$ cat src/pomse_pkg.sv
`timescale 1ns / 1ps
// ----------------------------------------------------------------------------
// pomse_pkg
// Shared types, constants and codes of the polynomial ODE residual block.
// ----------------------------------------------------------------------------
package pomse_pkg;

  localparam int unsigned CountW    = 17;
  localparam logic [CountW-1:0] COUNT_CAP = 17'd65536;
  localparam int unsigned DivSteps  = 64;
  localparam logic [62:0] SQ_SAT    = 63'h7FFF_FFFF_FFFF_FFFF;
  localparam logic [51:0] ROOT_MAX  = 52'd3037000499;

  localparam logic [1:0] STATUS_OK        = 2'd0;
  localparam logic [1:0] STATUS_SHORT     = 2'd1;
  localparam logic [1:0] STATUS_ZERO_STEP = 2'd2;
  localparam logic [1:0] STATUS_RSVD      = 2'd3;

  typedef struct packed {
    logic signed [31:0] sample_time;
    logic signed [31:0] position;
    logic signed [31:0] force_req;
    logic               last_sample;
  } in_word_t;

  typedef struct packed {
    logic [62:0] mean_sq_error;
    logic [1:0]  status;
  } out_word_t;

  typedef struct packed {
    logic [1:0]         degree;
    logic signed [31:0] pos_coef0;
    logic signed [31:0] pos_coef1;
    logic signed [31:0] pos_coef2;
    logic signed [31:0] vel_coef0;
    logic signed [31:0] vel_coef1;
    logic signed [31:0] vel_coef2;
    logic signed [31:0] force_gain;
  } cfg_t;

  typedef enum logic [2:0] {
    REG_DEGREE     = 3'd0,
    REG_POS_COEF0  = 3'd1,
    REG_POS_COEF1  = 3'd2,
    REG_POS_COEF2  = 3'd3,
    REG_VEL_COEF0  = 3'd4,
    REG_VEL_COEF1  = 3'd5,
    REG_VEL_COEF2  = 3'd6,
    REG_FORCE_GAIN = 3'd7
  } reg_idx_e;

  typedef enum logic [2:0] {
    DV_DNEW,
    DV_D2A,
    DV_DK,
    DV_D2B,
    DV_D2C,
    DV_MEAN
  } div_sel_e;

  typedef enum logic [3:0] {
    ST_POS_LIN,
    ST_POS_SQ,
    ST_POS_QUAD,
    ST_VEL_LIN,
    ST_VEL_SQ,
    ST_VEL_QUAD,
    ST_FORCE,
    ST_RESID,
    ST_SQUARE
  } acc_step_e;

  typedef enum logic [3:0] {
    S_IDLE,
    S_DNEW,
    S_D2A,
    S_ACCA,
    S_SHIFT,
    S_DK,
    S_D2B,
    S_ACCB,
    S_D2C,
    S_ACCC,
    S_MEAN,
    S_EMIT
  } ctrl_state_e;

  typedef struct packed {
    logic      load;
    logic      div_go;
    div_sel_e  div_sel;
    logic      acc_mul;
    logic      acc_post;
    acc_step_e acc_step;
    logic      acc_end;
    logic      shift;
    logic      emit;
  } dp_cmd_t;

  typedef struct packed {
    logic cnt_zero;
    logic cnt_one;
    logic last;
    logic div_busy;
    logic out_busy;
  } dp_stat_t;

endpackage

$ cat src/pomse_regs.sv
`timescale 1ns / 1ps
// ----------------------------------------------------------------------------
// pomse_regs
// Configuration register file behind the APB-style port.
// ----------------------------------------------------------------------------
module pomse_regs (
  input  logic                clk_i,
  input  logic                rst_ni,
  input  logic                psel,
  input  logic                penable,
  input  logic                pwrite,
  input  logic [4:0]          paddr,
  input  logic [31:0]         pwdata,
  output logic [31:0]         prdata,
  output logic                pready,
  output pomse_pkg::cfg_t     cfg_o
);

  pomse_pkg::cfg_t     cfg_q;
  pomse_pkg::reg_idx_e idx;
  logic                wr_en;

  assign idx    = pomse_pkg::reg_idx_e'(paddr[4:2]);
  assign wr_en  = psel && penable && pwrite;
  assign pready = 1'b1;
  assign cfg_o  = cfg_q;

  always_ff @(posedge clk_i or negedge rst_ni) begin
    if (!rst_ni) begin
      cfg_q <= {2'd1, 224'd0};
    end else if (wr_en) begin
      unique case (idx)
        pomse_pkg::REG_DEGREE:     cfg_q.degree     <= pwdata[1:0];
        pomse_pkg::REG_POS_COEF0:  cfg_q.pos_coef0  <= pwdata;
        pomse_pkg::REG_POS_COEF1:  cfg_q.pos_coef1  <= pwdata;
        pomse_pkg::REG_POS_COEF2:  cfg_q.pos_coef2  <= pwdata;
        pomse_pkg::REG_VEL_COEF0:  cfg_q.vel_coef0  <= pwdata;
        pomse_pkg::REG_VEL_COEF1:  cfg_q.vel_coef1  <= pwdata;
        pomse_pkg::REG_VEL_COEF2:  cfg_q.vel_coef2  <= pwdata;
        pomse_pkg::REG_FORCE_GAIN: cfg_q.force_gain <= pwdata;
      endcase
    end
  end

  always_comb begin
    unique case (idx)
      pomse_pkg::REG_DEGREE:     prdata = {30'd0, cfg_q.degree};
      pomse_pkg::REG_POS_COEF0:  prdata = cfg_q.pos_coef0;
      pomse_pkg::REG_POS_COEF1:  prdata = cfg_q.pos_coef1;
      pomse_pkg::REG_POS_COEF2:  prdata = cfg_q.pos_coef2;
      pomse_pkg::REG_VEL_COEF0:  prdata = cfg_q.vel_coef0;
      pomse_pkg::REG_VEL_COEF1:  prdata = cfg_q.vel_coef1;
      pomse_pkg::REG_VEL_COEF2:  prdata = cfg_q.vel_coef2;
      pomse_pkg::REG_FORCE_GAIN: prdata = cfg_q.force_gain;
    endcase
  end

endmodule

$ cat config.mk
export PLATFORM = sky130hd
export DESIGN_NAME = pomse_regs
export DESIGN_NICKNAME = d
export VERILOG_FILES = /design/src/pomse_pkg.sv /design/src/pomse_regs.sv
export SDC_FILE = /design/constraint.sdc
export NUM_CORES = 1
export LEC_CHECK = 0
export ABC_AREA = 1
export ABC_CLOCK_PERIOD_IN_PS = 2170
export BUFFER_PORTS_ARGS = -buffer_cell sky130_fd_sc_hd__buf_2
export CAP_MARGIN = 25
export CORE_UTILIZATION = 56
export DETAILED_ROUTE_END_ITERATION = 8
export GPL_TIMING_DRIVEN = 0
export PLACE_DENSITY = 0.85
export SYNTH_ARGS = -nofsm -noshare
export SYNTH_HDL_FRONTEND = slang
export SYNTH_SLANG_ARGS = --single-unit
$ cat constraint.sdc
create_clock -name clk_i -period 2.17 [get_ports clk_i]
set_input_delay 0.434 -clock clk_i [delete_from_list [all_inputs] [get_ports clk_i]]
set_output_delay 0.434 -clock clk_i [all_outputs]
set_load 0.02 [all_outputs]
==> results.sh <==
export IMPL_wl_met1_um=14200
export IMPL_violations="setup timing"
export IMPL_worst_pin_slew_ps=688
export IMPL_power_leakage_nw=6.96
export IMPL_die_w_um=137
export IMPL_top_layer="met4"
export IMPL_ys_seq_area_share_pct=55.1
export IMPL_initial_core_util_pct=57.1
export IMPL_peakVddDrop_v=0.000734
export IMPL_antenna_found_initial=1
export IMPL_path_buf_inv=3
export IMPL_clk_latency_ps=510
export IMPL_crit_type="input port to output port"
export IMPL_largest_register_ffs=226
export IMPL_core_area_um2=18000
export IMPL_maxSlewHeadroom_pct=54.1
export IMPL_place_ws_ps=-360
export IMPL_clk_pin_slew_worst_paths_ps=60
export IMPL_htree_levels=1
export IMPL_synthesis_area_um2=10300
export IMPL_drt_wl_total_um=39700
export IMPL_grt_pass1_wl_um=58000
export IMPL_slowest_delay_ps=330
export IMPL_die_h_um=137
export IMPL_die_area_um2=18900
export IMPL_cp_slowest_cell="buf_2"
export IMPL_place_gp_congestion=0.963
export IMPL_syn_num_nets=1315
export IMPL_path_cells="clkbuf_4, nor2_1, buf_2, nand3_1, o21ai_0, nor2_1, nand2_1, buf_2"
export IMPL_period_share_pct=100
export IMPL_critPathMaxFanout=10
export IMPL_antenna_left=0
export IMPL_yosys_mux_area_fraction_pct=0
export IMPL_power_density_nw_per_um2=1070
export IMPL_synth_cells=1273
export IMPL_worst_slack_ps=-6.95
export IMPL_finalMaxSlewViolations=0
export IMPL_cts_setup_buffers=0
export IMPL_fillers=1386
export IMPL_drv_cap=0
export IMPL_hold_viol=0
export IMPL_crit_start="paddr[2]"
export IMPL_cts_tree="built"
export IMPL_via_count=11100
export IMPL_vias_per_cell=6.05
export IMPL_rr_endpoint="cfg_o[224]$_DFFE_PN1P_"
export IMPL_grt_pass1_vias=10300
export IMPL_synth_top_area_share_pct=54.8
export IMPL_synth_warnings=0
export IMPL_setup_viol=1
export IMPL_cp_start_kind="input port"
export IMPL_synth_top_area_cell="dfrtp_1"
export IMPL_crit_path_end_kind="output port"
export IMPL_ioPinCount=301
export IMPL_initialDrtViolationCount=1496
export IMPL_clockBufferDepth=3
export IMPL_rsz0062_at_grt="true"
export IMPL_cp_endpoint="prdata[25]"
export IMPL_routed_wl_met2_um=17600
export IMPL_grt_ovfl_total=0
export IMPL_wl_met3_um=5580
export IMPL_synth_compound_area_share_pct=13.9
export IMPL_detail_route_first_pass_iterations=6
export IMPL_rrSetupSlack_ps=1340
export IMPL_hold_start="pwdata[27]"
export IMPL_syn_to_final_growth_pct=27.4
export IMPL_drive_gt1_share_pct=25.8
export IMPL_path_depth=8
export IMPL_grt_max_degree=98
export IMPL_avgRoutedWirePerCell_um=21.6
export IMPL_dp_hpwl_um=27700
export IMPL_r2r_cells=2
export IMPL_synth_xor_xnor_area_share_pct=0
export IMPL_fin_util_pct=72.8
export IMPL_synth_area_top_cells="dfrtp_1 (55%), o21ai_0 (12%), nand2_1 (11%)"
export IMPL_final_min_clock_period_ps=2180
export IMPL_portBuffers=295
export IMPL_synth_top_family_by_area="simple AND/OR/NAND/NOR gates"
export IMPL_synth_avg_cell_area_um2=8.06
export IMPL_drc_errors=0
export IMPL_fin_nets=1639
export IMPL_cp_required_ps=1740
export IMPL_ys_ff_latch=226
export IMPL_max_freq_mhz=459
export IMPL_synth_simple_area_share_pct=22.5
export IMPL_crit_family="buffers and inverters"
export IMPL_finalClockSkew_ps=0
export IMPL_setup_tns_ps=-6.95
export IMPL_arrival_ps=1740
export IMPL_hold_ws_ps=152
export IMPL_synth_cell_types=20
export IMPL_status="finished with violations"
export IMPL_grt_use_total_pct=42.0
export IMPL_root_buffer="clkbuf_16"
export IMPL_r2r_start="cfg_o[224]$_DFFE_PN1P_"
export IMPL_p_total_mw=14.0
export IMPL_hold_path_class="input port to flop"
export IMPL_cts_sinks=226
export IMPL_cts_buffers_inserted=24
export IMPL_synth_fa_ha_area_share_pct=0
export IMPL_row_count=49
-- worst register-to-register path, stage by stage (launching register included) --
cell	delay, ps
dfstp_2	550
nor2_1	50
a21oi_1	150
-- metal layers --
| layer | vias up | track usage (%) |
|---|---|---|
| li1 | 4777 | - |
| met1 | 5186 | 54.0 |
| met2 | 976 | 64.2 |
| met3 | 203 | 11.4 |
| met4 | 0 | 23.7 |
| met5 | - | 0 |
-- worst min path at each step --
stage	end	slack [ps]	cells after the start
after floorplan	cfg_o[0]$_DFFE_PN0P_	140	0
after global placement	cfg_o[146]$_DFFE_PN0P_	490	2
after detailed placement	cfg_o[209]$_DFFE_PN0P_	370	1
after CTS	cfg_o[59]$_DFFE_PN0P_	150	3
after global routing	cfg_o[111]$_DFFE_PN0P_	170	3
final	cfg_o[59]$_DFFE_PN0P_	150	3
-- placed cells by master, fill, tap and decap left out, drive strengths merged --
master,synthesis,layout
nand3,25,25
clkbuf,44,72
dfstp,1,1
conb,1,1
bufinv,0,1
inv,132,132
nand2,297,297
nor2,137,137
dlygate4sd3,0,1
buf,42,348
nand4,80,80
nor3,3,3
clkinv,0,4
dfrtp,225,225
diode,0,1
a21oi,36,36
o21ai,250,250
-- kinds of logic after synthesis --
logic type	count (synthesis)
and+or+nand+nor	542
AOI/OAI and AO/OA	286
DFF	226
buffers and inverters	218
other	1
-- final cells by class --
| class | count | area (um2) | area share [%] |
|---|---|---|---|
| Antenna cell | 1 | 2.50 | 0.0191 |
| Buffer | 86 | 514 | 3.93 |
| Clock buffer | 37 | 751 | 5.74 |
| Clock inverter | 5 | 50.0 | 0.383 |
| Inverter | 132 | 498 | 3.81 |
| Multi-Input combinational cell | 829 | 3770 | 28.8 |
| Sequential cell | 226 | 5660 | 43.2 |
| Tap cell | 229 | 287 | 2.19 |
| Timing Repair Buffer | 298 | 1550 | 11.9 |
-- power by group --
group          switching, mW  total, mW  internal, mW
Sequential             0.731       5.83          5.10
Clock                   1.69       4.17          2.48
Combinational           2.78       4.03          1.24
-- synth_stat cells --
master	number
a21oi_1	36
buf_1	5
buf_2	36
buf_4	1
clkbuf_1	44
conb_1	1
dfrtp_1	225
dfstp_2	1
inv_1	128
inv_2	4
nand2_1	297
nand3_1	23
nand3_2	2
nand4_1	80
nor2_1	134
nor2_4	3
nor3_1	2
nor3_2	1
o21ai_0	238
o21ai_1	12
-- metrics by stage --
step	cells	area (um2)
5_1_grt	1843	13100
3_5_place_dp	1799	12100
6_report	1843	13100
4_1_cts	1842	13000
2_1_floorplan	1273	10300
3_3_place_gp	1797	12000
-- what timing repair did --
| item | CTS | global route |
|---|---|---|
| hold buffers | 1 | 0 |
| gates resized for setup | 52 | 45 |
| endpoints found under the hold margin | 49 | 0 |
| pin swaps | 0 | 2 |
| endpoints found under the setup margin | 32 | 32 |
Power figures use the tool's default switching activity.
