==> src/pomse_pkg.sv <==
`timescale 1ns / 1ps
// ----------------------------------------------------------------------------
// pomse_pkg
// Shared types, constants and codes of the polynomial ODE residual block.
// ----------------------------------------------------------------------------
package pomse_pkg;

  localparam int unsigned CountW    = 17;
  localparam logic [CountW-1:0] COUNT_CAP = 17'd65536;
  localparam int unsigned DivSteps  = 64;
  localparam logic [62:0] SQ_SAT    = 63'h7FFF_FFFF_FFFF_FFFF;
  localparam logic [51:0] ROOT_MAX  = 52'd3037000499;

  localparam logic [1:0] STATUS_OK        = 2'd0;
  localparam logic [1:0] STATUS_SHORT     = 2'd1;
  localparam logic [1:0] STATUS_ZERO_STEP = 2'd2;
  localparam logic [1:0] STATUS_RSVD      = 2'd3;

  typedef struct packed {
    logic signed [31:0] sample_time;
    logic signed [31:0] position;
    logic signed [31:0] force_req;
    logic               last_sample;
  } in_word_t;

  typedef struct packed {
    logic [62:0] mean_sq_error;
    logic [1:0]  status;
  } out_word_t;

  typedef struct packed {
    logic [1:0]         degree;
    logic signed [31:0] pos_coef0;
    logic signed [31:0] pos_coef1;
    logic signed [31:0] pos_coef2;
    logic signed [31:0] vel_coef0;
    logic signed [31:0] vel_coef1;
    logic signed [31:0] vel_coef2;
    logic signed [31:0] force_gain;
  } cfg_t;

  typedef enum logic [2:0] {
    REG_DEGREE     = 3'd0,
    REG_POS_COEF0  = 3'd1,
    REG_POS_COEF1  = 3'd2,
    REG_POS_COEF2  = 3'd3,
    REG_VEL_COEF0  = 3'd4,
    REG_VEL_COEF1  = 3'd5,
    REG_VEL_COEF2  = 3'd6,
    REG_FORCE_GAIN = 3'd7
  } reg_idx_e;

  typedef enum logic [2:0] {
    DV_DNEW,
    DV_D2A,
    DV_DK,
    DV_D2B,
    DV_D2C,
    DV_MEAN
  } div_sel_e;

  typedef enum logic [3:0] {
    ST_POS_LIN,
    ST_POS_SQ,
    ST_POS_QUAD,
    ST_VEL_LIN,
    ST_VEL_SQ,
    ST_VEL_QUAD,
    ST_FORCE,
    ST_RESID,
    ST_SQUARE
  } acc_step_e;

  typedef enum logic [3:0] {
    S_IDLE,
    S_DNEW,
    S_D2A,
    S_ACCA,
    S_SHIFT,
    S_DK,
    S_D2B,
    S_ACCB,
    S_D2C,
    S_ACCC,
    S_MEAN,
    S_EMIT
  } ctrl_state_e;

  typedef struct packed {
    logic      load;
    logic      div_go;
    div_sel_e  div_sel;
    logic      acc_mul;
    logic      acc_post;
    acc_step_e acc_step;
    logic      acc_end;
    logic      shift;
    logic      emit;
  } dp_cmd_t;

  typedef struct packed {
    logic cnt_zero;
    logic cnt_one;
    logic last;
    logic div_busy;
    logic out_busy;
  } dp_stat_t;

endpackage

==> src/pomse_ctrl.sv <==
`timescale 1ns / 1ps
// ----------------------------------------------------------------------------
// pomse_ctrl
// Sequencer that steps the datapath through each sample word.
// ----------------------------------------------------------------------------
module pomse_ctrl (
  input  logic                clk_i,
  input  logic                rst_ni,
  input  logic                in_valid_i,
  output logic                in_ready_o,
  input  pomse_pkg::dp_stat_t stat_i,
  output pomse_pkg::dp_cmd_t  cmd_o
);

  pomse_pkg::ctrl_state_e state_q, state_d;
  pomse_pkg::acc_step_e   step_q, step_d;
  logic                   issued_q, issued_d;
  logic                   div_state, acc_state;

  always_ff @(posedge clk_i or negedge rst_ni) begin
    if (!rst_ni) begin
      state_q  <= pomse_pkg::S_IDLE;
      step_q   <= pomse_pkg::ST_POS_LIN;
      issued_q <= 1'b0;
    end else begin
      state_q  <= state_d;
      step_q   <= step_d;
      issued_q <= issued_d;
    end
  end

  always_comb begin
    div_state = (state_q == pomse_pkg::S_DNEW) || (state_q == pomse_pkg::S_D2A) ||
                (state_q == pomse_pkg::S_DK) || (state_q == pomse_pkg::S_D2B) ||
                (state_q == pomse_pkg::S_D2C) || (state_q == pomse_pkg::S_MEAN);
    acc_state = (state_q == pomse_pkg::S_ACCA) || (state_q == pomse_pkg::S_ACCB) ||
                (state_q == pomse_pkg::S_ACCC);
  end

  // Next state.
  always_comb begin
    logic adv;
    adv      = 1'b0;
    state_d  = state_q;
    step_d   = step_q;
    issued_d = issued_q;
    if (div_state) begin
      if (!issued_q) begin
        issued_d = 1'b1;
      end else if (!stat_i.div_busy) begin
        issued_d = 1'b0;
        adv      = 1'b1;
      end
    end else if (acc_state) begin
      issued_d = !issued_q;
      if (issued_q) begin
        if (step_q == pomse_pkg::ST_SQUARE) begin
          step_d = pomse_pkg::ST_POS_LIN;
          adv    = 1'b1;
        end else begin
          step_d = pomse_pkg::acc_step_e'(step_q + 4'd1);
        end
      end
    end
    unique case (state_q)
      pomse_pkg::S_IDLE: begin
        if (in_valid_i) begin
          state_d = stat_i.cnt_zero ? pomse_pkg::S_SHIFT : pomse_pkg::S_DNEW;
        end
      end
      pomse_pkg::S_DNEW: begin
        if (adv) begin
          state_d = stat_i.cnt_one ? pomse_pkg::S_SHIFT : pomse_pkg::S_D2A;
        end
      end
      pomse_pkg::S_D2A:  if (adv) state_d = pomse_pkg::S_ACCA;
      pomse_pkg::S_ACCA: if (adv) state_d = pomse_pkg::S_SHIFT;
      pomse_pkg::S_SHIFT: begin
        if (!stat_i.last) begin
          state_d = pomse_pkg::S_IDLE;
        end else begin
          state_d = stat_i.cnt_zero ? pomse_pkg::S_EMIT : pomse_pkg::S_DK;
        end
      end
      pomse_pkg::S_DK:   if (adv) state_d = pomse_pkg::S_D2B;
      pomse_pkg::S_D2B:  if (adv) state_d = pomse_pkg::S_ACCB;
      pomse_pkg::S_ACCB: if (adv) state_d = pomse_pkg::S_D2C;
      pomse_pkg::S_D2C:  if (adv) state_d = pomse_pkg::S_ACCC;
      pomse_pkg::S_ACCC: if (adv) state_d = pomse_pkg::S_MEAN;
      pomse_pkg::S_MEAN: if (adv) state_d = pomse_pkg::S_EMIT;
      pomse_pkg::S_EMIT: if (!stat_i.out_busy) state_d = pomse_pkg::S_IDLE;
      default:           state_d = pomse_pkg::S_IDLE;
    endcase
  end

  // Outputs.
  always_comb begin
    cmd_o          = '0;
    cmd_o.div_sel  = pomse_pkg::DV_DNEW;
    cmd_o.acc_step = step_q;
    in_ready_o     = (state_q == pomse_pkg::S_IDLE);
    cmd_o.load     = in_ready_o && in_valid_i;
    cmd_o.div_go   = div_state && !issued_q;
    cmd_o.acc_mul  = acc_state && !issued_q;
    cmd_o.acc_post = acc_state && issued_q;
    cmd_o.acc_end  = (state_q == pomse_pkg::S_ACCC);
    cmd_o.shift    = (state_q == pomse_pkg::S_SHIFT);
    cmd_o.emit     = (state_q == pomse_pkg::S_EMIT) && !stat_i.out_busy;
    unique case (state_q)
      pomse_pkg::S_D2A:  cmd_o.div_sel = pomse_pkg::DV_D2A;
      pomse_pkg::S_DK:   cmd_o.div_sel = pomse_pkg::DV_DK;
      pomse_pkg::S_D2B:  cmd_o.div_sel = pomse_pkg::DV_D2B;
      pomse_pkg::S_D2C:  cmd_o.div_sel = pomse_pkg::DV_D2C;
      pomse_pkg::S_MEAN: cmd_o.div_sel = pomse_pkg::DV_MEAN;
      default:           cmd_o.div_sel = pomse_pkg::DV_DNEW;
    endcase
  end

endmodule

==> config.mk <==
export PLATFORM = sky130hd
export DESIGN_NAME = pomse_ctrl
export DESIGN_NICKNAME = d
export VERILOG_FILES = /design/src/pomse_pkg.sv /design/src/pomse_ctrl.sv
export SDC_FILE = /design/constraint.sdc
export NUM_CORES = 1
export LEC_CHECK = 0
export BUFFER_PORTS_ARGS = -buffer_cell sky130_fd_sc_hd__buf_4
export CAP_MARGIN = 40
export CORE_UTILIZATION = 55
export DETAILED_ROUTE_END_ITERATION = 6
export PLACE_DENSITY = 0.91
export SYNTH_ARGS = -nofsm -noshare
export SYNTH_HDL_FRONTEND = slang
export SYNTH_SLANG_ARGS = --single-unit
==> constraint.sdc <==
create_clock -name clk_i -period 2.78 [get_ports clk_i]
set_clock_uncertainty 0.15 [all_clocks]
set_input_delay 0.556 -clock clk_i [delete_from_list [all_inputs] [get_ports clk_i]]
set_output_delay 0.556 -clock clk_i [all_outputs]
set_load 0.03 [all_outputs]
==> impl_metrics.json <==
{
  "grt.total_usage_pct": 25.5,
  "multi_input_area_um2": 542,
  "dp_hpwl_um": 1390,
  "finalCriticalPeriod_ns": 2.55,
  "ctsRootBufferMaster": "sky130_fd_sc_hd__clkbuf_4",
  "maximum_number_of_buffers_from_clock_root_to_sink": 2,
  "seq_area_frac_synth_pct": 26.8,
  "final-setup-viol-count": 0,
  "synth_common_cells": "sky130_fd_sc_hd__nand2_1, sky130_fd_sc_hd__a21oi_1, sky130_fd_sc_hd__nor2_1",
  "routed_via_density": 5.88,
  "grt_setup_unrepaired": "no",
  "cp_data_arrival_time_ns": 1.84,
  "grt_first_pass_wirelength_um": 2790,
  "nets": 137,
  "die_width_um": 41.1,
  "synth-warning-count": 0,
  "clock_latency_ns": 0.26,
  "die_area_mm2": 0.00169,
  "post_cts_hold_buffer_count": 1,
  "post-cts-setup-buffers": 0,
  "critical_path.max_stage_delay_ns": 0.73,
  "setup.worst_path.start_class": "flip-flop",
  "clk_pin_slew_worst_paths_ns": 0.06,
  "power.density_cell_area_mw_per_mm2": 1360,
  "post-layout-total-power_mw": 1.37,
  "worstPathCellList": "nand2b_4 > o21ai_4 > nand3_2 > inv_1 > buf_4",
  "area_growth_pct": 20.1,
  "netlist.area_leader.share_pct": 26.8,
  "finalWirelength_um": 1850,
  "status": "finished clean",
  "synthDistinctLibCells": 38,
  "pin_count": 23,
  "most_frequent_cell_after_synthesis": "sky130_fd_sc_hd__nand2_1",
  "yosys-top-cells-area": "sky130_fd_sc_hd__dfrtp_1, sky130_fd_sc_hd__a21oi_1, sky130_fd_sc_hd__nand2_1, sky130_fd_sc_hd__nor2_1, sky130_fd_sc_hd__nand2b_4",
  "place.port_buffers": 22,
  "timing.final.hold_violations": 0,
  "drc": 0,
  "max_cap_viol_count": 0,
  "detail-route-antenna-nets": 0,
  "final_min_period_over_clock_period_pct": 91.6,
  "worstPathRequired_ns": 2.07,
  "syn_avg_cell_area_um2": 7.79,
  "r2r_end": "state_q[3]$_DFFE_PN0P_",
  "number_of_instances_resized_during_post_cts_repair": 0,
  "ys.flop_type": "sky130_fd_sc_hd__dfrtp_1",
  "postSynthCellCount": 108,
  "n_antenna_cell": 0,
  "cell_type_of_the_slowest_stage_on_the_worst_timing_path": "sky130_fd_sc_hd__dfrtp_1",
  "number_of_flops_mapped_to_enable_cells_by_yosys": 0,
  "critical_path.endpoint_type": "output port",
  "die_h_um": 41.1,
  "h-tree-depth": 1,
  "gp_congestion": 0.767,
  "sum_neg_setup_slack_ns": 0,
  "ys_ff_latch": 9,
  "postSynth.asyncResetShare_pct": 100,
  "rr_startpoint": "state_q[0]$_DFFE_PN0P_",
  "worst_slew_pin_slew_ns": 0.777,
  "cts.sinks": 9,
  "worstHoldPathCells": 2,
  "num_vias": 829,
  "synthesis.area_um2": 841,
  "synth_fp_nets": 118,
  "timing.critical_path.fanout_max": 18,
  "fillers": 113,
  "dr.first_iter.drc_count": 25,
  "slew_viol_final": 0,
  "min_from": "step_q[0]$_DFFE_PN0P_",
  "grt_overflow_total": 0,
  "hold_path_class": "reg2reg",
  "start_util_pct": 61.5,
  "reg2reg_slack_ns": 0.71,
  "clock.fmax_mhz": 393,
  "critical_path_class": "reg2out",
  "register_area_um2": 225,
  "synthDominantAreaCellType": "sky130_fd_sc_hd__dfrtp_1",
  "peakVddDrop_v": 0.000770,
  "grt_pass1_vias": 633,
  "wl_per_cell_um": 13.1,
  "crit_buf_inv": 2,
  "design.core.area_mm2": 0.00137,
  "std_cell_rows": 13,
  "setup.worst_path.start": "state_q[3]$_DFFE_PN0P_",
  "ff2ff_path_depth": 4,
  "min_to": "step_q[0]$_DFFE_PN0P_",
  "p_leak_nw": 0.453,
  "pin_count_of_the_biggest_net_entering_global_routing": 28,
  "grt_antenna_before_repair": 0,
  "timing.slew.headroom_pct": 48.2,
  "tritoncts.num_buffers": 3,
  "firstDrtPassIters": 4,
  "tritoncts_clock_tree": "yes",
  "crit_family": "flip-flops",
  "drive_gt1_share_pct": 26.2
}
[tightest hold or removal path: stages (launching register included)]
cell,delay (ns)
sky130_fd_sc_hd__dfrtp_1,0.42
sky130_fd_sc_hd__nand2_1,0.06
sky130_fd_sc_hd__o21ai_0,0.07
[metrics by stage]
step / area [um2] / std cells / util [%] / hold WS, ns / setup WS [ns]
after floorplan: 847 / 108 / - / 0.110 / 0.333
after global placement: 973 / 136 / 71.2 / 0.233 / 0.638
after detailed placement: 973 / 136 / 71.2 / 0.234 / 0.583
after CTS: 1010 / 141 / 73.9 / 0.442 / 0.252
after global routing: 1010 / 141 / 73.9 / 0.455 / 0.0882
final: 1010 / 141 / 73.9 / 0.440 / 0.234
[layout by cell type, fill, tap and decap left out, types with 2 or more instances in the layout]
cell type and n:
sky130_fd_sc_hd__and2_1 3, sky130_fd_sc_hd__ha_1 2, sky130_fd_sc_hd__a31oi_1 2, sky130_fd_sc_hd__a2bb2oi_1 2
sky130_fd_sc_hd__nand2_1 12, sky130_fd_sc_hd__o31ai_1 2, sky130_fd_sc_hd__o21ai_0 5, sky130_fd_sc_hd__inv_1 6
sky130_fd_sc_hd__nor4_1 2, sky130_fd_sc_hd__nand3b_1 2, sky130_fd_sc_hd__clkbuf_4 3, sky130_fd_sc_hd__nor3_1 4
sky130_fd_sc_hd__buf_4 22, sky130_fd_sc_hd__o2bb2ai_1 2, sky130_fd_sc_hd__nor3b_1 2, sky130_fd_sc_hd__nand3_1 2
sky130_fd_sc_hd__xnor2_1 2, sky130_fd_sc_hd__nand2b_4 2, sky130_fd_sc_hd__dfrtp_1 9, sky130_fd_sc_hd__nor2_1 11
sky130_fd_sc_hd__a21oi_1 11
[sequential cells by signal, summed over array words and instances (netlist names)]
register  flops
issued_q      1
state_q       4
step_q        4
[how the worst max path moves through the flow]
stage | endpoint | depth (start not counted) | slack (ns)
floorplan | cmd_o[13] | 4 | 0.33
global placement | cmd_o[7] | 5 | 0.64
detailed placement | cmd_o[7] | 5 | 0.58
CTS | cmd_o[7] | 5 | 0.25
global route | cmd_o[7] | 5 | 0.09
finish | cmd_o[7] | 5 | 0.23
[cells by family (layout without fill, tap and decap cells)]
family          Yosys count  after routing  synth area share, %
flops                     9              9                 26.8
xor+xnor                  2              2                 2.08
fa+ha+maj                 2              2                 2.98
simple gates             46             46                 29.9
buf+inv                  15             33                 9.52
mux                       1              1                 1.34
compound gates           33             33                 27.4
[cell type report]
cell class,count,share of cell area (%)
Tap cell,15,1.86
Timing Repair Buffer,23,17.3
Inverter,6,2.23
Sequential cell,9,22.3
Multi-Input combinational cell,84,53.7
Clock buffer,4,2.60
[layer usage]
metal / wire (um) / up-vias / part of all wire [%] / track usage (%)
met2: 841 / 27 / 45 / 37.5
li1: - / 421 / - / -
met1: 878 / 379 / 47 / 35.4
met3: 112 / 2 / 6.0 / 9.78
met5: 0 / - / 0 / 0
met4: 21 / 0 / 1.1 / 4.84
[power by group]
group          total, mW  internal [mW]  switching [mW]
Sequential         0.397          0.193           0.205
Combinational      0.873          0.380           0.493
Clock             0.0981         0.0551          0.0430
Total               1.37          0.628           0.741
Power figures use the tool's default switching activity.
